File: src/design/bmc_pkg.sv
`timescale 1ns / 1ps

package bmc_pkg;

	// table and read geometry
	localparam int TABLE_DEPTH = 64;
	localparam int MAX_BASES   = 16;
	localparam int IDX_W       = $clog2(TABLE_DEPTH);
	localparam int BASE_W      = 2 * MAX_BASES;
	localparam int LEN_W       = $clog2(MAX_BASES + 1);
	localparam int MM_W        = LEN_W + 1;

	// reduction tree grouping
	localparam int GROUP  = 8;
	localparam int NGROUP = (TABLE_DEPTH + GROUP - 1) / GROUP;

	// configuration port
	localparam int CFG_IDX_W  = 3;
	localparam int CFG_DATA_W = 7;

	// stream payload widths
	localparam int IN_DATA_W  = 80;
	localparam int OUT_DATA_W = 16;

	typedef enum logic [CFG_IDX_W-1:0] {
		REG_PAIRED_MODE  = 3'd0,
		REG_BARCODE1_LEN = 3'd1,
		REG_BARCODE2_LEN = 3'd2,
		REG_MAX_TOTAL_MM = 3'd3,
		REG_MAX_READ1_MM = 3'd4,
		REG_MAX_READ2_MM = 3'd5,
		REG_ENTRY_COUNT  = 3'd6
	} cfg_reg_t;

	typedef enum logic [1:0] {
		ST_MATCH        = 2'd0,
		ST_UNIDENTIFIED = 2'd1,
		ST_AMBIGUOUS    = 2'd2,
		ST_LOAD_DONE    = 2'd3
	} status_t;

	localparam logic FUNC_LOAD     = 1'b0;
	localparam logic FUNC_CLASSIFY = 1'b1;

	// per-lane strobes
	typedef struct packed {
		logic wr;
		logic en1;
		logic en2;
	} lane_ctrl_t;

	// per-item compare masks, shared by all lanes in stage 1
	typedef struct packed {
		logic [MAX_BASES-1:0] mask1;
		logic [MAX_BASES-1:0] mask2;
		logic [LEN_W-1:0]     miss2;
	} score_cfg_t;

	// qualification limits, shared by all lanes in stage 2
	typedef struct packed {
		logic             paired;
		logic             too_short;
		logic [MM_W-1:0]  lim1;
		logic [MM_W-1:0]  total;
		logic [LEN_W-1:0] lim2r;
	} qual_cfg_t;

	// reduction tree node
	typedef struct packed {
		logic             ok;
		logic             multi;
		logic [MM_W-1:0]  mm;
		logic [IDX_W-1:0] idx;
	} node_t;

	// count of set bits over one barcode's worth of base flags
	function automatic logic [LEN_W-1:0] popcount(input logic [MAX_BASES-1:0] v);
		logic [LEN_W-1:0] c;
		c = '0;
		for (int i = 0; i < MAX_BASES; i++) begin
			c = c + LEN_W'(v[i]);
		end
		return c;
	endfunction

	// keep the lower count, flag a tie
	function automatic node_t node_merge(input node_t a, input node_t b);
		node_t r;
		r = a;
		if (!a.ok) begin
			r = b;
		end else if (!b.ok) begin
			r = a;
		end else if (a.mm < b.mm) begin
			r = a;
		end else if (b.mm < a.mm) begin
			r = b;
		end else begin
			r = a;
			r.multi = 1'b1;
		end
		return r;
	endfunction

endpackage

File: src/design/bmc_reduce.sv
`timescale 1ns / 1ps

module bmc_reduce (
	input  logic                        clk,
	input  logic                        en3,
	input  logic [bmc_pkg::TABLE_DEPTH-1:0] ok,
	input  logic [bmc_pkg::MM_W-1:0]    sum [bmc_pkg::TABLE_DEPTH],
	output bmc_pkg::node_t              best
);

	bmc_pkg::node_t leaf   [bmc_pkg::NGROUP*bmc_pkg::GROUP];
	bmc_pkg::node_t grp    [bmc_pkg::NGROUP];
	bmc_pkg::node_t grp_s3 [bmc_pkg::NGROUP];

	// leaves carry their entry number; padding leaves never qualify
	for (genvar e = 0; e < bmc_pkg::NGROUP * bmc_pkg::GROUP; e++) begin : g_leaf
		if (e < bmc_pkg::TABLE_DEPTH) begin : g_real
			assign leaf[e] = '{ok: ok[e], multi: 1'b0, mm: sum[e],
				idx: bmc_pkg::IDX_W'(e)};
		end else begin : g_pad
			assign leaf[e] = '{ok: 1'b0, multi: 1'b0, mm: '0, idx: '0};
		end
	end

	// first level: best of each group
	always_comb begin
		for (int g = 0; g < bmc_pkg::NGROUP; g++) begin
			grp[g] = leaf[g*bmc_pkg::GROUP];
			for (int k = 1; k < bmc_pkg::GROUP; k++) begin
				grp[g] = bmc_pkg::node_merge(grp[g], leaf[g*bmc_pkg::GROUP + k]);
			end
		end
	end

	// stage 3: group winners
	always_ff @(posedge clk) begin
		if (en3) begin
			for (int g = 0; g < bmc_pkg::NGROUP; g++) begin
				grp_s3[g] <= grp[g];
			end
		end
	end

	// second level: best over the groups
	always_comb begin
		best = grp_s3[0];
		for (int g = 1; g < bmc_pkg::NGROUP; g++) begin
			best = bmc_pkg::node_merge(best, grp_s3[g]);
		end
	end

endmodule

File: config.mk
export PLATFORM = sky130hd
export DESIGN_NAME = bmc_reduce
export DESIGN_NICKNAME = d
export VERILOG_FILES = /design/src/design/bmc_pkg.sv /design/src/design/bmc_reduce.sv
export SDC_FILE = /design/constraint.sdc
export NUM_CORES = 1
export LEC_CHECK = 0
export BUFFER_PORTS_ARGS = -buffer_cell sky130_fd_sc_hd__buf_2
export CAP_MARGIN = 0
export CORE_MARGIN = 2
export CORE_UTILIZATION = 35
export DETAILED_ROUTE_END_ITERATION = 10
export GPL_TIMING_DRIVEN = 0
export PLACE_DENSITY = 0.59
export SETUP_SLACK_MARGIN = 0.3
export SYNTH_ARGS = -nofsm -noshare
export SYNTH_HDL_FRONTEND = slang
export SYNTH_SLANG_ARGS = --single-unit
File: constraint.sdc
create_clock -name clk -period 11.9 [get_ports clk]
set_input_delay 0.595 -clock clk [delete_from_list [all_inputs] [get_ports clk]]
set_output_delay 0.595 -clock clk [all_outputs]
set_load 0.05 [all_outputs]
==> flow_summary_export.csv <==
group,metric,value,unit
outcome,status,"complete, but fails checks",
outcome,violations,"negative setup slack",
layout,multi_input_area,0.0158,mm²
grt,grt_max_degree,46,
logic_synthesis,synth_warnings,0,
drt,drc,0,
clock_network,cts.sinks,88,
pwr,power_frac_comb,82.9,%
timing,finalMaxSlewViolations,0,
placement,place_congestion,0.933,
logic_synthesis,synthArstFlopShare,0,%
grt,antenna_found_initial,21,
drt,antenna_left,0,
clock_network,clock-root-buffer,"clkbuf_16",
layout,top_regs,"grp_s3: 88 flops",
setup_path,start_kind,"register",
floorplanning,start_util,35.5,%
pwr,power.internal,2470,µW
clock_network,cts_tree,"yes",
logic_synthesis,synthFlopType,"edfxtp_1",
hold_path,hold_depth,2,
floorplanning,die_h,233,µm
timing,min_period_over_period,105,%
logic_synthesis,synth_top_cells_by_count,"ha_1, inv_1, nand2_1, o21ai_0, mux2i_1",
placement,dp.cells,3403,
floorplanning,io-pin-count,464,
grt,grt_pass1_wl,95700,µm
hold_path,hp-start,"ok[39]",
hold_path,hp-class,"in2reg",
layout,n_fill_cell,5051,
layout,regMostFlops,"grp_s3",
timing,setup_slack,-0.580,ns
drt,drt_iter0_drc,836,
grt,first_global_vias,19300,
floorplanning,dieArea,0.0541,mm²
logic_synthesis,yosys-top-cells-area,"ha_1, edfxtp_1, mux2i_1, inv_1, mux2_2",
pwr,p_total,4770,µW
drt,wl,62700,µm
clock_network,htreeDepth,3,
drt,wl_per_cell,17.5,µm
setup_path,end_kind,"primary output",
drt,first_pass_iters,5,
layout,area_growth,36.0,%
logic_synthesis,syn-instance-count,2258,
timing,period_minus_slack,12.48,ns
pwr,pwr-share-seq,10.9,%
floorplanning,rows,83,
timing,relSlewSlack,42.2,%
timing,setup_viol,13,
layout,regArea,0.00264,mm²
job,cap_violations,0,
layout,nets,3713,
logic_synthesis,netlist_area,0.0183,mm²
logic_synthesis,yosys.area_share.simple,17.6,%
logic_synthesis,synth_top_family_by_area,"adder cells",
setup_path,worstPathArrival,11.88,ns
pwr,p_sw,2300,µW
timing,tightest_slew,0.862,ns
grt,gr-usage-all-layers,21.7,%
pwr,p_clk_share,6.2,%
logic_synthesis,synth-xor-area-share,0.288,%
logic_synthesis,muxShareOfSynthArea,13.0,%
placement,portBuffers,463,
setup_path,worstPathRequired,11.31,ns
layout,layout.cells.non_filler,3587,
pwr,power_density,192,mW/mm²
placement,dp_hpwl,52300,µm
layout,drive_above_1_share,34.6,%
pwr,p_leak,0.0120,µW
clock_network,clkTransAtPathRegs,0.06,ns
placement,pre_cts_slack,-1.80,ns
floorplanning,coreArea,0.0515,mm²
logic_synthesis,synthAdderAreaFrac,25.5,%
grt,grt_overflow,0,
logic_synthesis,synth_nets,3080,
layout,largest_reg_flops,88,
setup_path,slowest_stage,"or4_4",
timing,rsz0062_at_grt,"yes",
setup_path,path_max_fanout,7,
clock_network,cts_buffers,9,
logic_synthesis,yosysUniqueCellTypes,76,
clock_network,clk_path_buf_depth,2,
logic_synthesis,synth-seq-cells,88,
logic_synthesis,synth_compound_gate_area_share,21.8,%
logic_synthesis,synth_edf_count,88,
setup_path,crit_type,"reg2out",
logic_synthesis,yosysTopAreaCellShare,25.5,%
drt,via_per_inst,5.39,
pwr,peakVddDrop,0.000255,V
timing,max_freq,80.1,MHz
setup_path,path_common_cell,"ha_4",
logic_synthesis,synth_area_per_cell,8.09,µm²
setup_path,slowest_delay,0.51,ns
pwr,switching_share,48.3,%
floorplanning,die-width,233,µm
logic_synthesis,yosysTopAreaCell,"ha_1",
logic_synthesis,yosysSeqAreaShare,14.5,%
logic_synthesis,synth_most_common_cell,"ha_1",
drt,vias,19300,
hold_path,worstHoldEndpoint,"grp_s3[1][13]",
timing,finalHoldViolCount,0,
[critical path: cells and delay by family (launching register included)]
kind / cells / cell delay [ns]
compound gates: 22 / 4.01
buf+inv: 11 / 1.57
simple gates: 17 / 2.97
mux: 2 / 0.54
fa+ha+maj: 7 / 1.95
flops: 1 / 0.46
[cell usage in the layout (no fill, tap or decap), drive strengths merged, types with 8 or more instances in the layout]
| cell type | instances |
|---|---|
| inv | 307 |
| a31oi | 18 |
| and4 | 24 |
| mux2i | 124 |
| nand2b | 31 |
| mux2 | 100 |
| nor2 | 98 |
| o31a | 8 |
| diode | 12 |
| o21ai | 169 |
| o31ai | 29 |
| o21a | 101 |
| a211oi | 11 |
| o2111ai | 14 |
| and2 | 14 |
| o21bai | 10 |
| a21oi | 113 |
| nand3 | 45 |
| ha | 372 |
| nor3 | 28 |
| buf | 643 |
| a211o | 13 |
| nand4b | 13 |
| a21o | 31 |
| nand2 | 163 |
| a22oi | 9 |
| nor4 | 11 |
| nand4 | 59 |
| edfxtp | 88 |
| o211ai | 9 |
| clkbuf | 37 |
| a41o | 12 |
| nor2b | 86 |
| or2 | 15 |
[area by class of cell]
| type | count | area share (%) |
|---|---|---|
| buffer | 48 | 1.58 |
| timing repair buffer | 622 | 14.9 |
| antenna | 12 | 0.121 |
| inverter | 307 | 4.64 |
| sequential | 88 | 10.6 |
| multi-input combinational | 1815 | 63.5 |
| clock buffer | 10 | 0.921 |
| tap | 680 | 3.42 |
| clock inverter | 5 | 0.292 |
[metrics by stage]
| stage | hold slack [ns] | TNS (ns) | util [%] | area [µm²] |
|---|---|---|---|---|
| finish | 0.548 | -6.27 | 48.3 | 24900 |
| global route | 0.559 | -12.81 | 48.3 | 24900 |
| CTS | 0.538 | -3.12 | 45.7 | 23500 |
| detailed placement | 0.900 | -101.73 | 42.0 | 21600 |
| global placement | 0.901 | -77.62 | 42.0 | 21600 |
| floorplan | 0.707 | 0 | - | 18400 |
[worst max-delay path by stage]
stage | start | end | slack, ns | cells past startpoint
global placement | grp_s3[0][24] | best[7] | -1.61 | 62
detailed placement | grp_s3[0][24] | best[6] | -1.80 | 62
finish | grp_s3[0][24] | best[1] | -0.58 | 59
global route | grp_s3[0][21] | best[1] | -1.06 | 63
floorplan | grp_s3[0][24] | best[12] | 0.31 | 63
CTS | grp_s3[0][11] | best[1] | -0.35 | 63
[cells by family (layout without fill, tap and decap cells)]
logic type | count (synthesis) | after routing
xor+xnor | 6 | 6
other cells | 0 | 12
fa+ha+maj | 373 | 373
flops | 88 | 88
compound gates | 602 | 602
buf+inv | 355 | 992
simple gates | 610 | 610
mux | 224 | 224
[power by group through the flow]
| stage | combinational, µW | sequential, µW | clock [µW] |
|---|---|---|---|
| 2_1_floorplan | 1980 | 482 | 0 |
| 3_3_place_gp | 2650 | 512 | 0 |
| 3_5_place_dp | 2720 | 513 | 0 |
| 4_1_cts | 3450 | 516 | 301 |
| 5_1_grt | 4260 | 530 | 313 |
| 6_report | 3950 | 522 | 295 |
[what timing repair did]
action                     CTS  global route
hold buffers                 0             0
cloned                       3             0
setup endpoints to repair   93            93
resized for setup          229           214
pin swaps                   61            76
setup buffers               80            74
[per-layer routing]
layer  routed length, µm  vias up  share of wire (%)  track usage (%)
met5                 124        -               0.20                0
li1                    -     9622                  -                -
met3                2990       87                4.8             3.10
met1               26300     9140                 42             26.1
met4                1230       20                2.0             5.83
met2               32000      468                 51             40.0
Power figures use the tool's default switching activity.
