<file path="config.mk">
export PLATFORM = sky130hd
export DESIGN_NAME = bmc_lane
export DESIGN_NICKNAME = d
export VERILOG_FILES = /design/src/design/bmc_pkg.sv /design/src/design/bmc_lane.sv
export SDC_FILE = /design/constraint.sdc
export NUM_CORES = 1
export LEC_CHECK = 0
export ABC_AREA = 1
export BUFFER_PORTS_ARGS = -buffer_cell sky130_fd_sc_hd__clkbuf_2
export CORE_AREA = 4 4 116 118
export CTS_CLUSTER_DIAMETER = 200
export DETAILED_ROUTE_END_ITERATION = 12
export DIE_AREA = 0 0 120 122
export HOLD_SLACK_MARGIN = 0.1
export PLACE_DENSITY_LB_ADDON = 0.1
export SLEW_MARGIN = 20
export SYNTH_ARGS = -nofsm -noshare
export SYNTH_HDL_FRONTEND = slang
export SYNTH_SLANG_ARGS = --single-unit
</file>
<file path="constraint.sdc">
create_clock -name clk -period 4.9 [get_ports clk]
set_input_delay 0.98 -clock clk [delete_from_list [all_inputs] [get_ports clk]]
set_output_delay 0.98 -clock clk [all_outputs]
set_load 0.01 [all_outputs]
</file>
<file path="src/design/bmc_pkg.sv">
`timescale 1ns / 1ps

package bmc_pkg;

	// table and read geometry
	localparam int TABLE_DEPTH = 64;
	localparam int MAX_BASES   = 16;
	localparam int IDX_W       = $clog2(TABLE_DEPTH);
	localparam int BASE_W      = 2 * MAX_BASES;
	localparam int LEN_W       = $clog2(MAX_BASES + 1);
	localparam int MM_W        = LEN_W + 1;

	// reduction tree grouping
	localparam int GROUP  = 8;
	localparam int NGROUP = (TABLE_DEPTH + GROUP - 1) / GROUP;

	// configuration port
	localparam int CFG_IDX_W  = 3;
	localparam int CFG_DATA_W = 7;

	// stream payload widths
	localparam int IN_DATA_W  = 80;
	localparam int OUT_DATA_W = 16;

	typedef enum logic [CFG_IDX_W-1:0] {
		REG_PAIRED_MODE  = 3'd0,
		REG_BARCODE1_LEN = 3'd1,
		REG_BARCODE2_LEN = 3'd2,
		REG_MAX_TOTAL_MM = 3'd3,
		REG_MAX_READ1_MM = 3'd4,
		REG_MAX_READ2_MM = 3'd5,
		REG_ENTRY_COUNT  = 3'd6
	} cfg_reg_t;

	typedef enum logic [1:0] {
		ST_MATCH        = 2'd0,
		ST_UNIDENTIFIED = 2'd1,
		ST_AMBIGUOUS    = 2'd2,
		ST_LOAD_DONE    = 2'd3
	} status_t;

	localparam logic FUNC_LOAD     = 1'b0;
	localparam logic FUNC_CLASSIFY = 1'b1;

	// per-lane strobes
	typedef struct packed {
		logic wr;
		logic en1;
		logic en2;
	} lane_ctrl_t;

	// per-item compare masks, shared by all lanes in stage 1
	typedef struct packed {
		logic [MAX_BASES-1:0] mask1;
		logic [MAX_BASES-1:0] mask2;
		logic [LEN_W-1:0]     miss2;
	} score_cfg_t;

	// qualification limits, shared by all lanes in stage 2
	typedef struct packed {
		logic             paired;
		logic             too_short;
		logic [MM_W-1:0]  lim1;
		logic [MM_W-1:0]  total;
		logic [LEN_W-1:0] lim2r;
	} qual_cfg_t;

	// reduction tree node
	typedef struct packed {
		logic             ok;
		logic             multi;
		logic [MM_W-1:0]  mm;
		logic [IDX_W-1:0] idx;
	} node_t;

	// count of set bits over one barcode's worth of base flags
	function automatic logic [LEN_W-1:0] popcount(input logic [MAX_BASES-1:0] v);
		logic [LEN_W-1:0] c;
		c = '0;
		for (int i = 0; i < MAX_BASES; i++) begin
			c = c + LEN_W'(v[i]);
		end
		return c;
	endfunction

	// keep the lower count, flag a tie
	function automatic node_t node_merge(input node_t a, input node_t b);
		node_t r;
		r = a;
		if (!a.ok) begin
			r = b;
		end else if (!b.ok) begin
			r = a;
		end else if (a.mm < b.mm) begin
			r = a;
		end else if (b.mm < a.mm) begin
			r = b;
		end else begin
			r = a;
			r.multi = 1'b1;
		end
		return r;
	endfunction

endpackage

</file>
<file path="src/design/bmc_lane.sv">
`timescale 1ns / 1ps

module bmc_lane (
	input  logic                               clk,
	input  bmc_pkg::lane_ctrl_t                ctrl,
	input  logic [bmc_pkg::BASE_W-1:0]         seq1_bases,
	input  logic [bmc_pkg::BASE_W-1:0]         seq2_bases,
	input  bmc_pkg::score_cfg_t                score,
	input  bmc_pkg::qual_cfg_t                 qual,
	input  logic                               in_use,
	output logic                               ok,
	output logic [bmc_pkg::MM_W-1:0]           sum
);

	logic [bmc_pkg::BASE_W-1:0]    first_q;
	logic [bmc_pkg::BASE_W-1:0]    second_q;
	logic [bmc_pkg::MAX_BASES-1:0] diff1;
	logic [bmc_pkg::MAX_BASES-1:0] diff2;
	logic [bmc_pkg::LEN_W-1:0]     m1_s1;
	logic [bmc_pkg::LEN_W-1:0]     m2_s1;
	logic [bmc_pkg::MM_W-1:0]      lim2;
	logic [bmc_pkg::MM_W-1:0]      rem;
	logic                          ok1;
	logic                          ok2;
	logic                          ok_s2;
	logic [bmc_pkg::MM_W-1:0]      sum_s2;

	// barcode pair storage for this entry
	always_ff @(posedge clk) begin
		if (ctrl.wr) begin
			first_q  <= seq1_bases;
			second_q <= seq2_bases;
		end
	end

	// per-base mismatch flags inside the compare window
	always_comb begin
		for (int i = 0; i < bmc_pkg::MAX_BASES; i++) begin
			diff1[i] = score.mask1[i] && (first_q[2*i +: 2] != seq1_bases[2*i +: 2]);
			diff2[i] = score.mask2[i] && (second_q[2*i +: 2] != seq2_bases[2*i +: 2]);
		end
	end

	// stage 1: mismatch counts
	always_ff @(posedge clk) begin
		if (ctrl.en1) begin
			m1_s1 <= bmc_pkg::popcount(diff1);
			m2_s1 <= bmc_pkg::popcount(diff2) + score.miss2;
		end
	end

	// limits; read-2 limit shrinks by what read 1 used
	always_comb begin
		rem  = qual.total - bmc_pkg::MM_W'(m1_s1);
		lim2 = (rem < bmc_pkg::MM_W'(qual.lim2r)) ? rem : bmc_pkg::MM_W'(qual.lim2r);
		ok1  = in_use && !qual.too_short && (bmc_pkg::MM_W'(m1_s1) <= qual.lim1);
		ok2  = !qual.paired || (bmc_pkg::MM_W'(m2_s1) <= lim2);
	end

	// stage 2: qualify and total
	always_ff @(posedge clk) begin
		if (ctrl.en2) begin
			ok_s2  <= ok1 && ok2;
			sum_s2 <= bmc_pkg::MM_W'(m1_s1)
				+ (qual.paired ? bmc_pkg::MM_W'(m2_s1) : '0);
		end
	end

	assign ok  = ok_s2;
	assign sum = sum_s2;

endmodule

</file>
==> metrics, run 1 <==
status finished clean; max-slew violations 0; hold buffer count at CTS 0; Clock Pin Slew Worst Setup and Hold Paths 0.06 ns; VDD IR max 250 uV; diode count 0; Post-synth EDFFs 81; DRT Pass-1 Iters 4; switch share 34.9%; htree depth 3; via/cell ratio 4.42; Pwr Total 2.90 mW; CP Capture Type register; post-synthesis register bit count 81; Synth Area per Inst 12.2 um2; combinational group share of total power 42.9%; Post CTS Setup Buffer Count 0; multi-input combinational cell area 2240 um2; worst slew margin relative to its limit 35.3%; die width 120 um; Die ar. 14,600 um2; CP required 4.98 ns; I/O pin count 132; Initial Utilization 39.3%; Worst EP arrival 4.69 ns; total grt overflow 0; FILL cells 1,162; Synth top area share 49.6%; dpl hpwl 7710 um; f_max 0.217 GHz; Final Wtd Congestion 0.869; all-layer global routing usage 13.3%; clock power share 22.4%; Post-Syn Area 4900 um2; vias in the first global route 3,394; ys async rst share 0%; Pint 1.89 mW; Synth warnings 0; CTS max path bufs 2; core area 12,500 um2; Placed Instances 706; Clock Tree Root clkbuf_16; Syn Nets 587; DR iter-0 viols 123; Net Switching 1.01 mW; Skew-Pair Late Insertion Delay 0.33 ns; Port-buffer cells 131; Routed WL 9190 um; post-synthesis cell count 402; kind of critical path in2reg; share of cells above drive strength 1 28.6%; row cnt 41; Final Skew 0.00551 ns; Leakage Power 2.82 nW; first-pass GRT wire length 15,300 um; Die Y 122 um; most frequent cell after synthesis edfxtp_1; flip-flop and latch area 2430 um2; TritonCTS sink count 81; Final Instance Count excl. Fillers 721; Avg WL per Cell 12.7 um; Netlist cell types 25; sequential power share 34.7%; Power Dens Cells 478 nW/um2; startpoint types primary input; most common flop cell mapped by yosys edfxtp_1; FF-to-FF setup slack 0.66 ns; crit share post-route 94.0%; drc violations 0; CP max FO 2; final setup vio count 0; initial antenna violation count 0; Resized Gates After CTS 0; most instantiated cells after synthesis edfxtp_1 (81), inv_1 (57), xor2_1 (43), nand2_1 (42), ha_1 (36); sequential area share after synthesis 49.6%; via count 3,190; Hold Slack 0.677 ns; max cap viols 0; Hold Crit Class reg2reg; largest net degree at the start of global routing 42; crit path time final 4.61 ns; DRT antenna net count 0; Synth area leader edfxtp_1; final hold vios 0; RSZ-0062 raised after global routing false; TritonCTS Buffers 9; dominant cells by area after synthesis edfxtp_1 (50%), fa_1 (9.8%), ha_1 (9.2%); Synth-to-Final Area Change 23.7%; nets 730; worst slew pin tran 0.971 ns; CTS tree done
==> critical path, cell delays in order <==
cell and delay [ns]:
clkbuf_2 0.09, xnor2_1 0.15, a21boi_1 0.10, fa_1 0.51, inv_1 0.06, fa_1 0.52
fa_1 0.55, inv_1 0.06, fa_1 0.50, fa_1 0.47, fa_1 0.42, nand3_1 0.09
nand2_1 0.06, xnor2_1 0.12
==> power by group through the flow <==
stage	logic (mW)	registers, mW	clock network, mW
2_1_floorplan	0.941	1.02	0
3_3_place_gp	1.24	1.02	0
3_5_place_dp	1.28	1.02	0
4_1_cts	1.28	1.01	0.675
5_1_grt	1.47	1.02	0.702
6_report	1.24	1.01	0.651
==> final cells by class <==
cell class              count  area share [%]
flip-flops and latches     81            40.1
well taps                 172            3.55
clock inverters             6           0.990
repair buffers            132            10.9
clock buffers               9            3.71
inverters                  62            3.86
multi-input cells         259            36.9
==> flip-flops by register name, indices dropped and copies added, names as in the netlist <==
| register | count |
|---|---|
| first_q | 32 |
| m1_s1 | 5 |
| m2_s1 | 5 |
| ok | 1 |
| second_q | 32 |
| sum | 6 |
==> final timing paths <==
check,from,to,cells after the start
min,m1_s1[0]$_DFFE_PP_,sum[0]$_DFFE_PP_,1
min reg2reg,m1_s1[0]$_DFFE_PP_,sum[0]$_DFFE_PP_,1
max,seq2_bases[0],m2_s1[4]$_DFFE_PP_,14
max reg2reg,second_q[0]$_DFFE_PP_,m2_s1[4]$_DFFE_PP_,13
==> routing by layer <==
metal	part of all wire [%]	vias to the layer above	global-route usage, %	wire, um
met4	2.0	0	6.44	182
li1	-	1635	-	-
met1	42	1453	16.0	3870
met2	48	87	21.5	4440
met3	7.5	15	4.36	692
met5	0	-	0	0
==> cells by family (layout without fill, tap and decap cells) <==
family	count (synthesis)	count (layout)	synth area share, %
simple gates	76	76	7.45
buf+inv	62	209	4.77
fa+ha+maj	60	60	19.0
xor+xnor	75	75	13.4
compound gates	48	48	5.82
flops	81	81	49.6
==> through the flow <==
stage	TNS, ns	utilization (%)	setup slack, ns	cell area (um2)
after floorplan	0	-	0.211	4900
after global placement	-0.0286	46.4	-0.0286	5780
after detailed placement	-0.100	46.4	-0.100	5780
after CTS	0	48.7	0.260	6070
after global routing	0	48.7	0.0226	6070
final	0	48.7	0.292	6070
==> cells in the final DEF, fill, tap and decap left out, types with 3 or more instances in the layout <==
cell	instances
clkbuf_2	130
a21boi_1	15
xnor2_1	32
fa_1	24
inv_1	57
inv_2	3
edfxtp_1	81
ha_1	36
nand2_1	42
clkinv_2	3
nor2_1	7
a21oi_1	9
clkbuf_16	9
nand3_1	16
xor2_1	43
o21ai_1	21
Power figures use the tool's default switching activity.
==> run 2, diff against run 1 <==
--- a/config.mk
+++ b/config.mk
@@ -13,7 +13,6 @@
 export DIE_AREA = 0 0 120 122
 export HOLD_SLACK_MARGIN = 0.1
 export PLACE_DENSITY_LB_ADDON = 0.1
-export SLEW_MARGIN = 20
 export SYNTH_ARGS = -nofsm -noshare
 export SYNTH_HDL_FRONTEND = slang
 export SYNTH_SLANG_ARGS = --single-unit
==> constraint.sdc (replaced) <==
create_clock -name clk -period 4.9 [get_ports clk]
set_input_delay 0.98 -clock clk [delete_from_list [all_inputs] [get_ports clk]]
set_output_delay 0.98 -clock clk [all_outputs]
set_load 0.005 [all_outputs]
==> run 2 against run 1 <==
Compared with the run above: final cell count unchanged; critical path depth unchanged; sequential power about the same; maximum frequency unchanged; count of clock-buffer cells in the layout unchanged; power decreased by 0.32%; clock power about the same; combinational power about the same; worst hold slack unchanged; critical path type unchanged; largest cell class unchanged.
==> metrics, run 2 (synthesized netlist as in run 1, its figures left out) <==
status finished clean; final hold vios 0; first-pass GRT wire length 15,300 um; via/cell ratio 4.42; CTS tree done; Worst Path Buf+Inv 3; Hold Crit Class reg2reg; Clock Tree Root clkbuf_16; slowest CP cell fa_1; die width 120 um; Design Area, Final 6070 um2; worst slew margin relative to its limit 27.6%; Skew-Pair Late Insertion Delay 0.33 ns; startpoint types primary input; final setup vio count 0; flip-flop and latch area 2430 um2; Power Dens Cells 477 nW/um2; max-slew violations 0; TritonCTS Buffers 9; RSZ-0062 raised after global routing false; core area 12,500 um2; Initial Utilization 39.3%; initial antenna violation count 0; Worst EP arrival 4.69 ns; hold buffer count at CTS 0; dpl hpwl 7710 um; Port-buffer cells 131; via count 3,190; Final Wtd Congestion 0.869; crit path time final 4.61 ns; pre-CTS setup slack -0.100 ns; diode count 0; crit share post-route 94.0%; Core Util, Final 48.7%; commonest non-fill, non-tap cell in the layout clkbuf_2; Leakage Power 2.82 nW; VDD IR max 250 uV; TritonCTS sink count 81; I/O pin count 132; CP Cell Sequence clkbuf_2, xnor2_1, a21boi_1, fa_1, inv_1, fa_1, fa_1, inv_1, fa_1, fa_1, fa_1, nand3_1, nand2_1, xnor2_1; Pwr Total 2.89 mW; row cnt 41; DRT antenna net count 0; FILL cells 1,162; DR iter-0 viols 123; Synth-to-Final Area Change 23.7%; Avg WL per Cell 12.7 um; Final Instance Count excl. Fillers 721; Resized Gates After CTS 0; critical path depth 14; hold path cells 1; kind of critical path in2reg; f_max 0.217 GHz; CP Capture Type register; Routed WL 9190 um; nets 730; Clock Pin Slew Worst Setup and Hold Paths 0.06 ns; Final Skew 0.00551 ns; share of cells above drive strength 1 28.6%; Die Y 122 um; vias in the first global route 3,394; Post CTS Setup Buffer Count 0; worst slew pin tran 1.09 ns; Placed Instances 706; worst r2r path cells 13; Max stage delay on crit path 0.55 ns; most frequent CP cell fa_1; multi-input combinational cell area 2240 um2; DRT Pass-1 Iters 4; Post-DP Area 5780 um2; critical path's top delay family adder cells; CP max FO 2; drc violations 0; CP required 4.98 ns; largest net degree at the start of global routing 42; htree depth 3; all-layer global routing usage 13.3%; setup slack after layout 0.292 ns; most frequent cells in the layout clkbuf_2 (131), edfxtp_1 (81), inv_1 (57); total grt overflow 0; CTS max path bufs 2; max cap viols 0; Die ar. 14,600 um2
run 2: cell types whose count changed in the layout (fill, tap and decap cells not counted):
cell	change
buf_2	-1
clkbuf_2	+1
run 2: report_power, final:
group          internal (mW)  switching (mW)  total [mW]
Sequential             0.949          0.0573        1.01
Combinational          0.550           0.685        1.23
Clock                  0.389           0.262       0.651
run 2: worst paths after layout:
check,from,endpoint,slack [ns]
setup / recovery,seq2_bases[0],m2_s1[4]$_DFFE_PP_,0.29
hold / removal,m1_s1[0]$_DFFE_PP_,sum[0]$_DFFE_PP_,0.68
setup reg to reg,second_q[0]$_DFFE_PP_,m2_s1[4]$_DFFE_PP_,0.66
hold reg to reg,m1_s1[0]$_DFFE_PP_,sum[0]$_DFFE_PP_,0.68
run 2: area by class of cell:
class / instances / share of cell area [%]
Inverter: 62 / 3.86
Timing Repair Buffer: 132 / 10.9
Tap cell: 172 / 3.55
Sequential cell: 81 / 40.1
Clock buffer: 9 / 3.71
Clock inverter: 6 / 0.990
Multi-Input combinational cell: 259 / 36.9
run 2: metrics by stage:
stage	hold WS [ns]	TNS [ns]
after floorplan	0.578	0
after global placement	0.692	-0.0286
after detailed placement	0.673	-0.100
after CTS	0.702	0
after global routing	0.711	0
final	0.677	0
run 2: worst register-to-register path, stage by stage, from the launching register on:
cell      delay, ns
edfxtp_1       0.38
xnor2_1        0.15
a21boi_1       0.10
fa_1           0.51
inv_1          0.06
fa_1           0.52
fa_1           0.55
inv_1          0.06
fa_1           0.50
fa_1           0.47
fa_1           0.42
nand3_1        0.09
nand2_1        0.06
xnor2_1        0.12
run 2: per-layer routing:
layer | routed length, um | share of wire, % | vias to the layer above | GRT usage [%]
li1 | - | - | 1635 | -
met1 | 3870 | 42 | 1453 | 16.0
met2 | 4440 | 48 | 87 | 21.5
met3 | 692 | 7.5 | 15 | 4.36
met4 | 182 | 2.0 | 0 | 6.44
met5 | 0 | 0 | - | 0
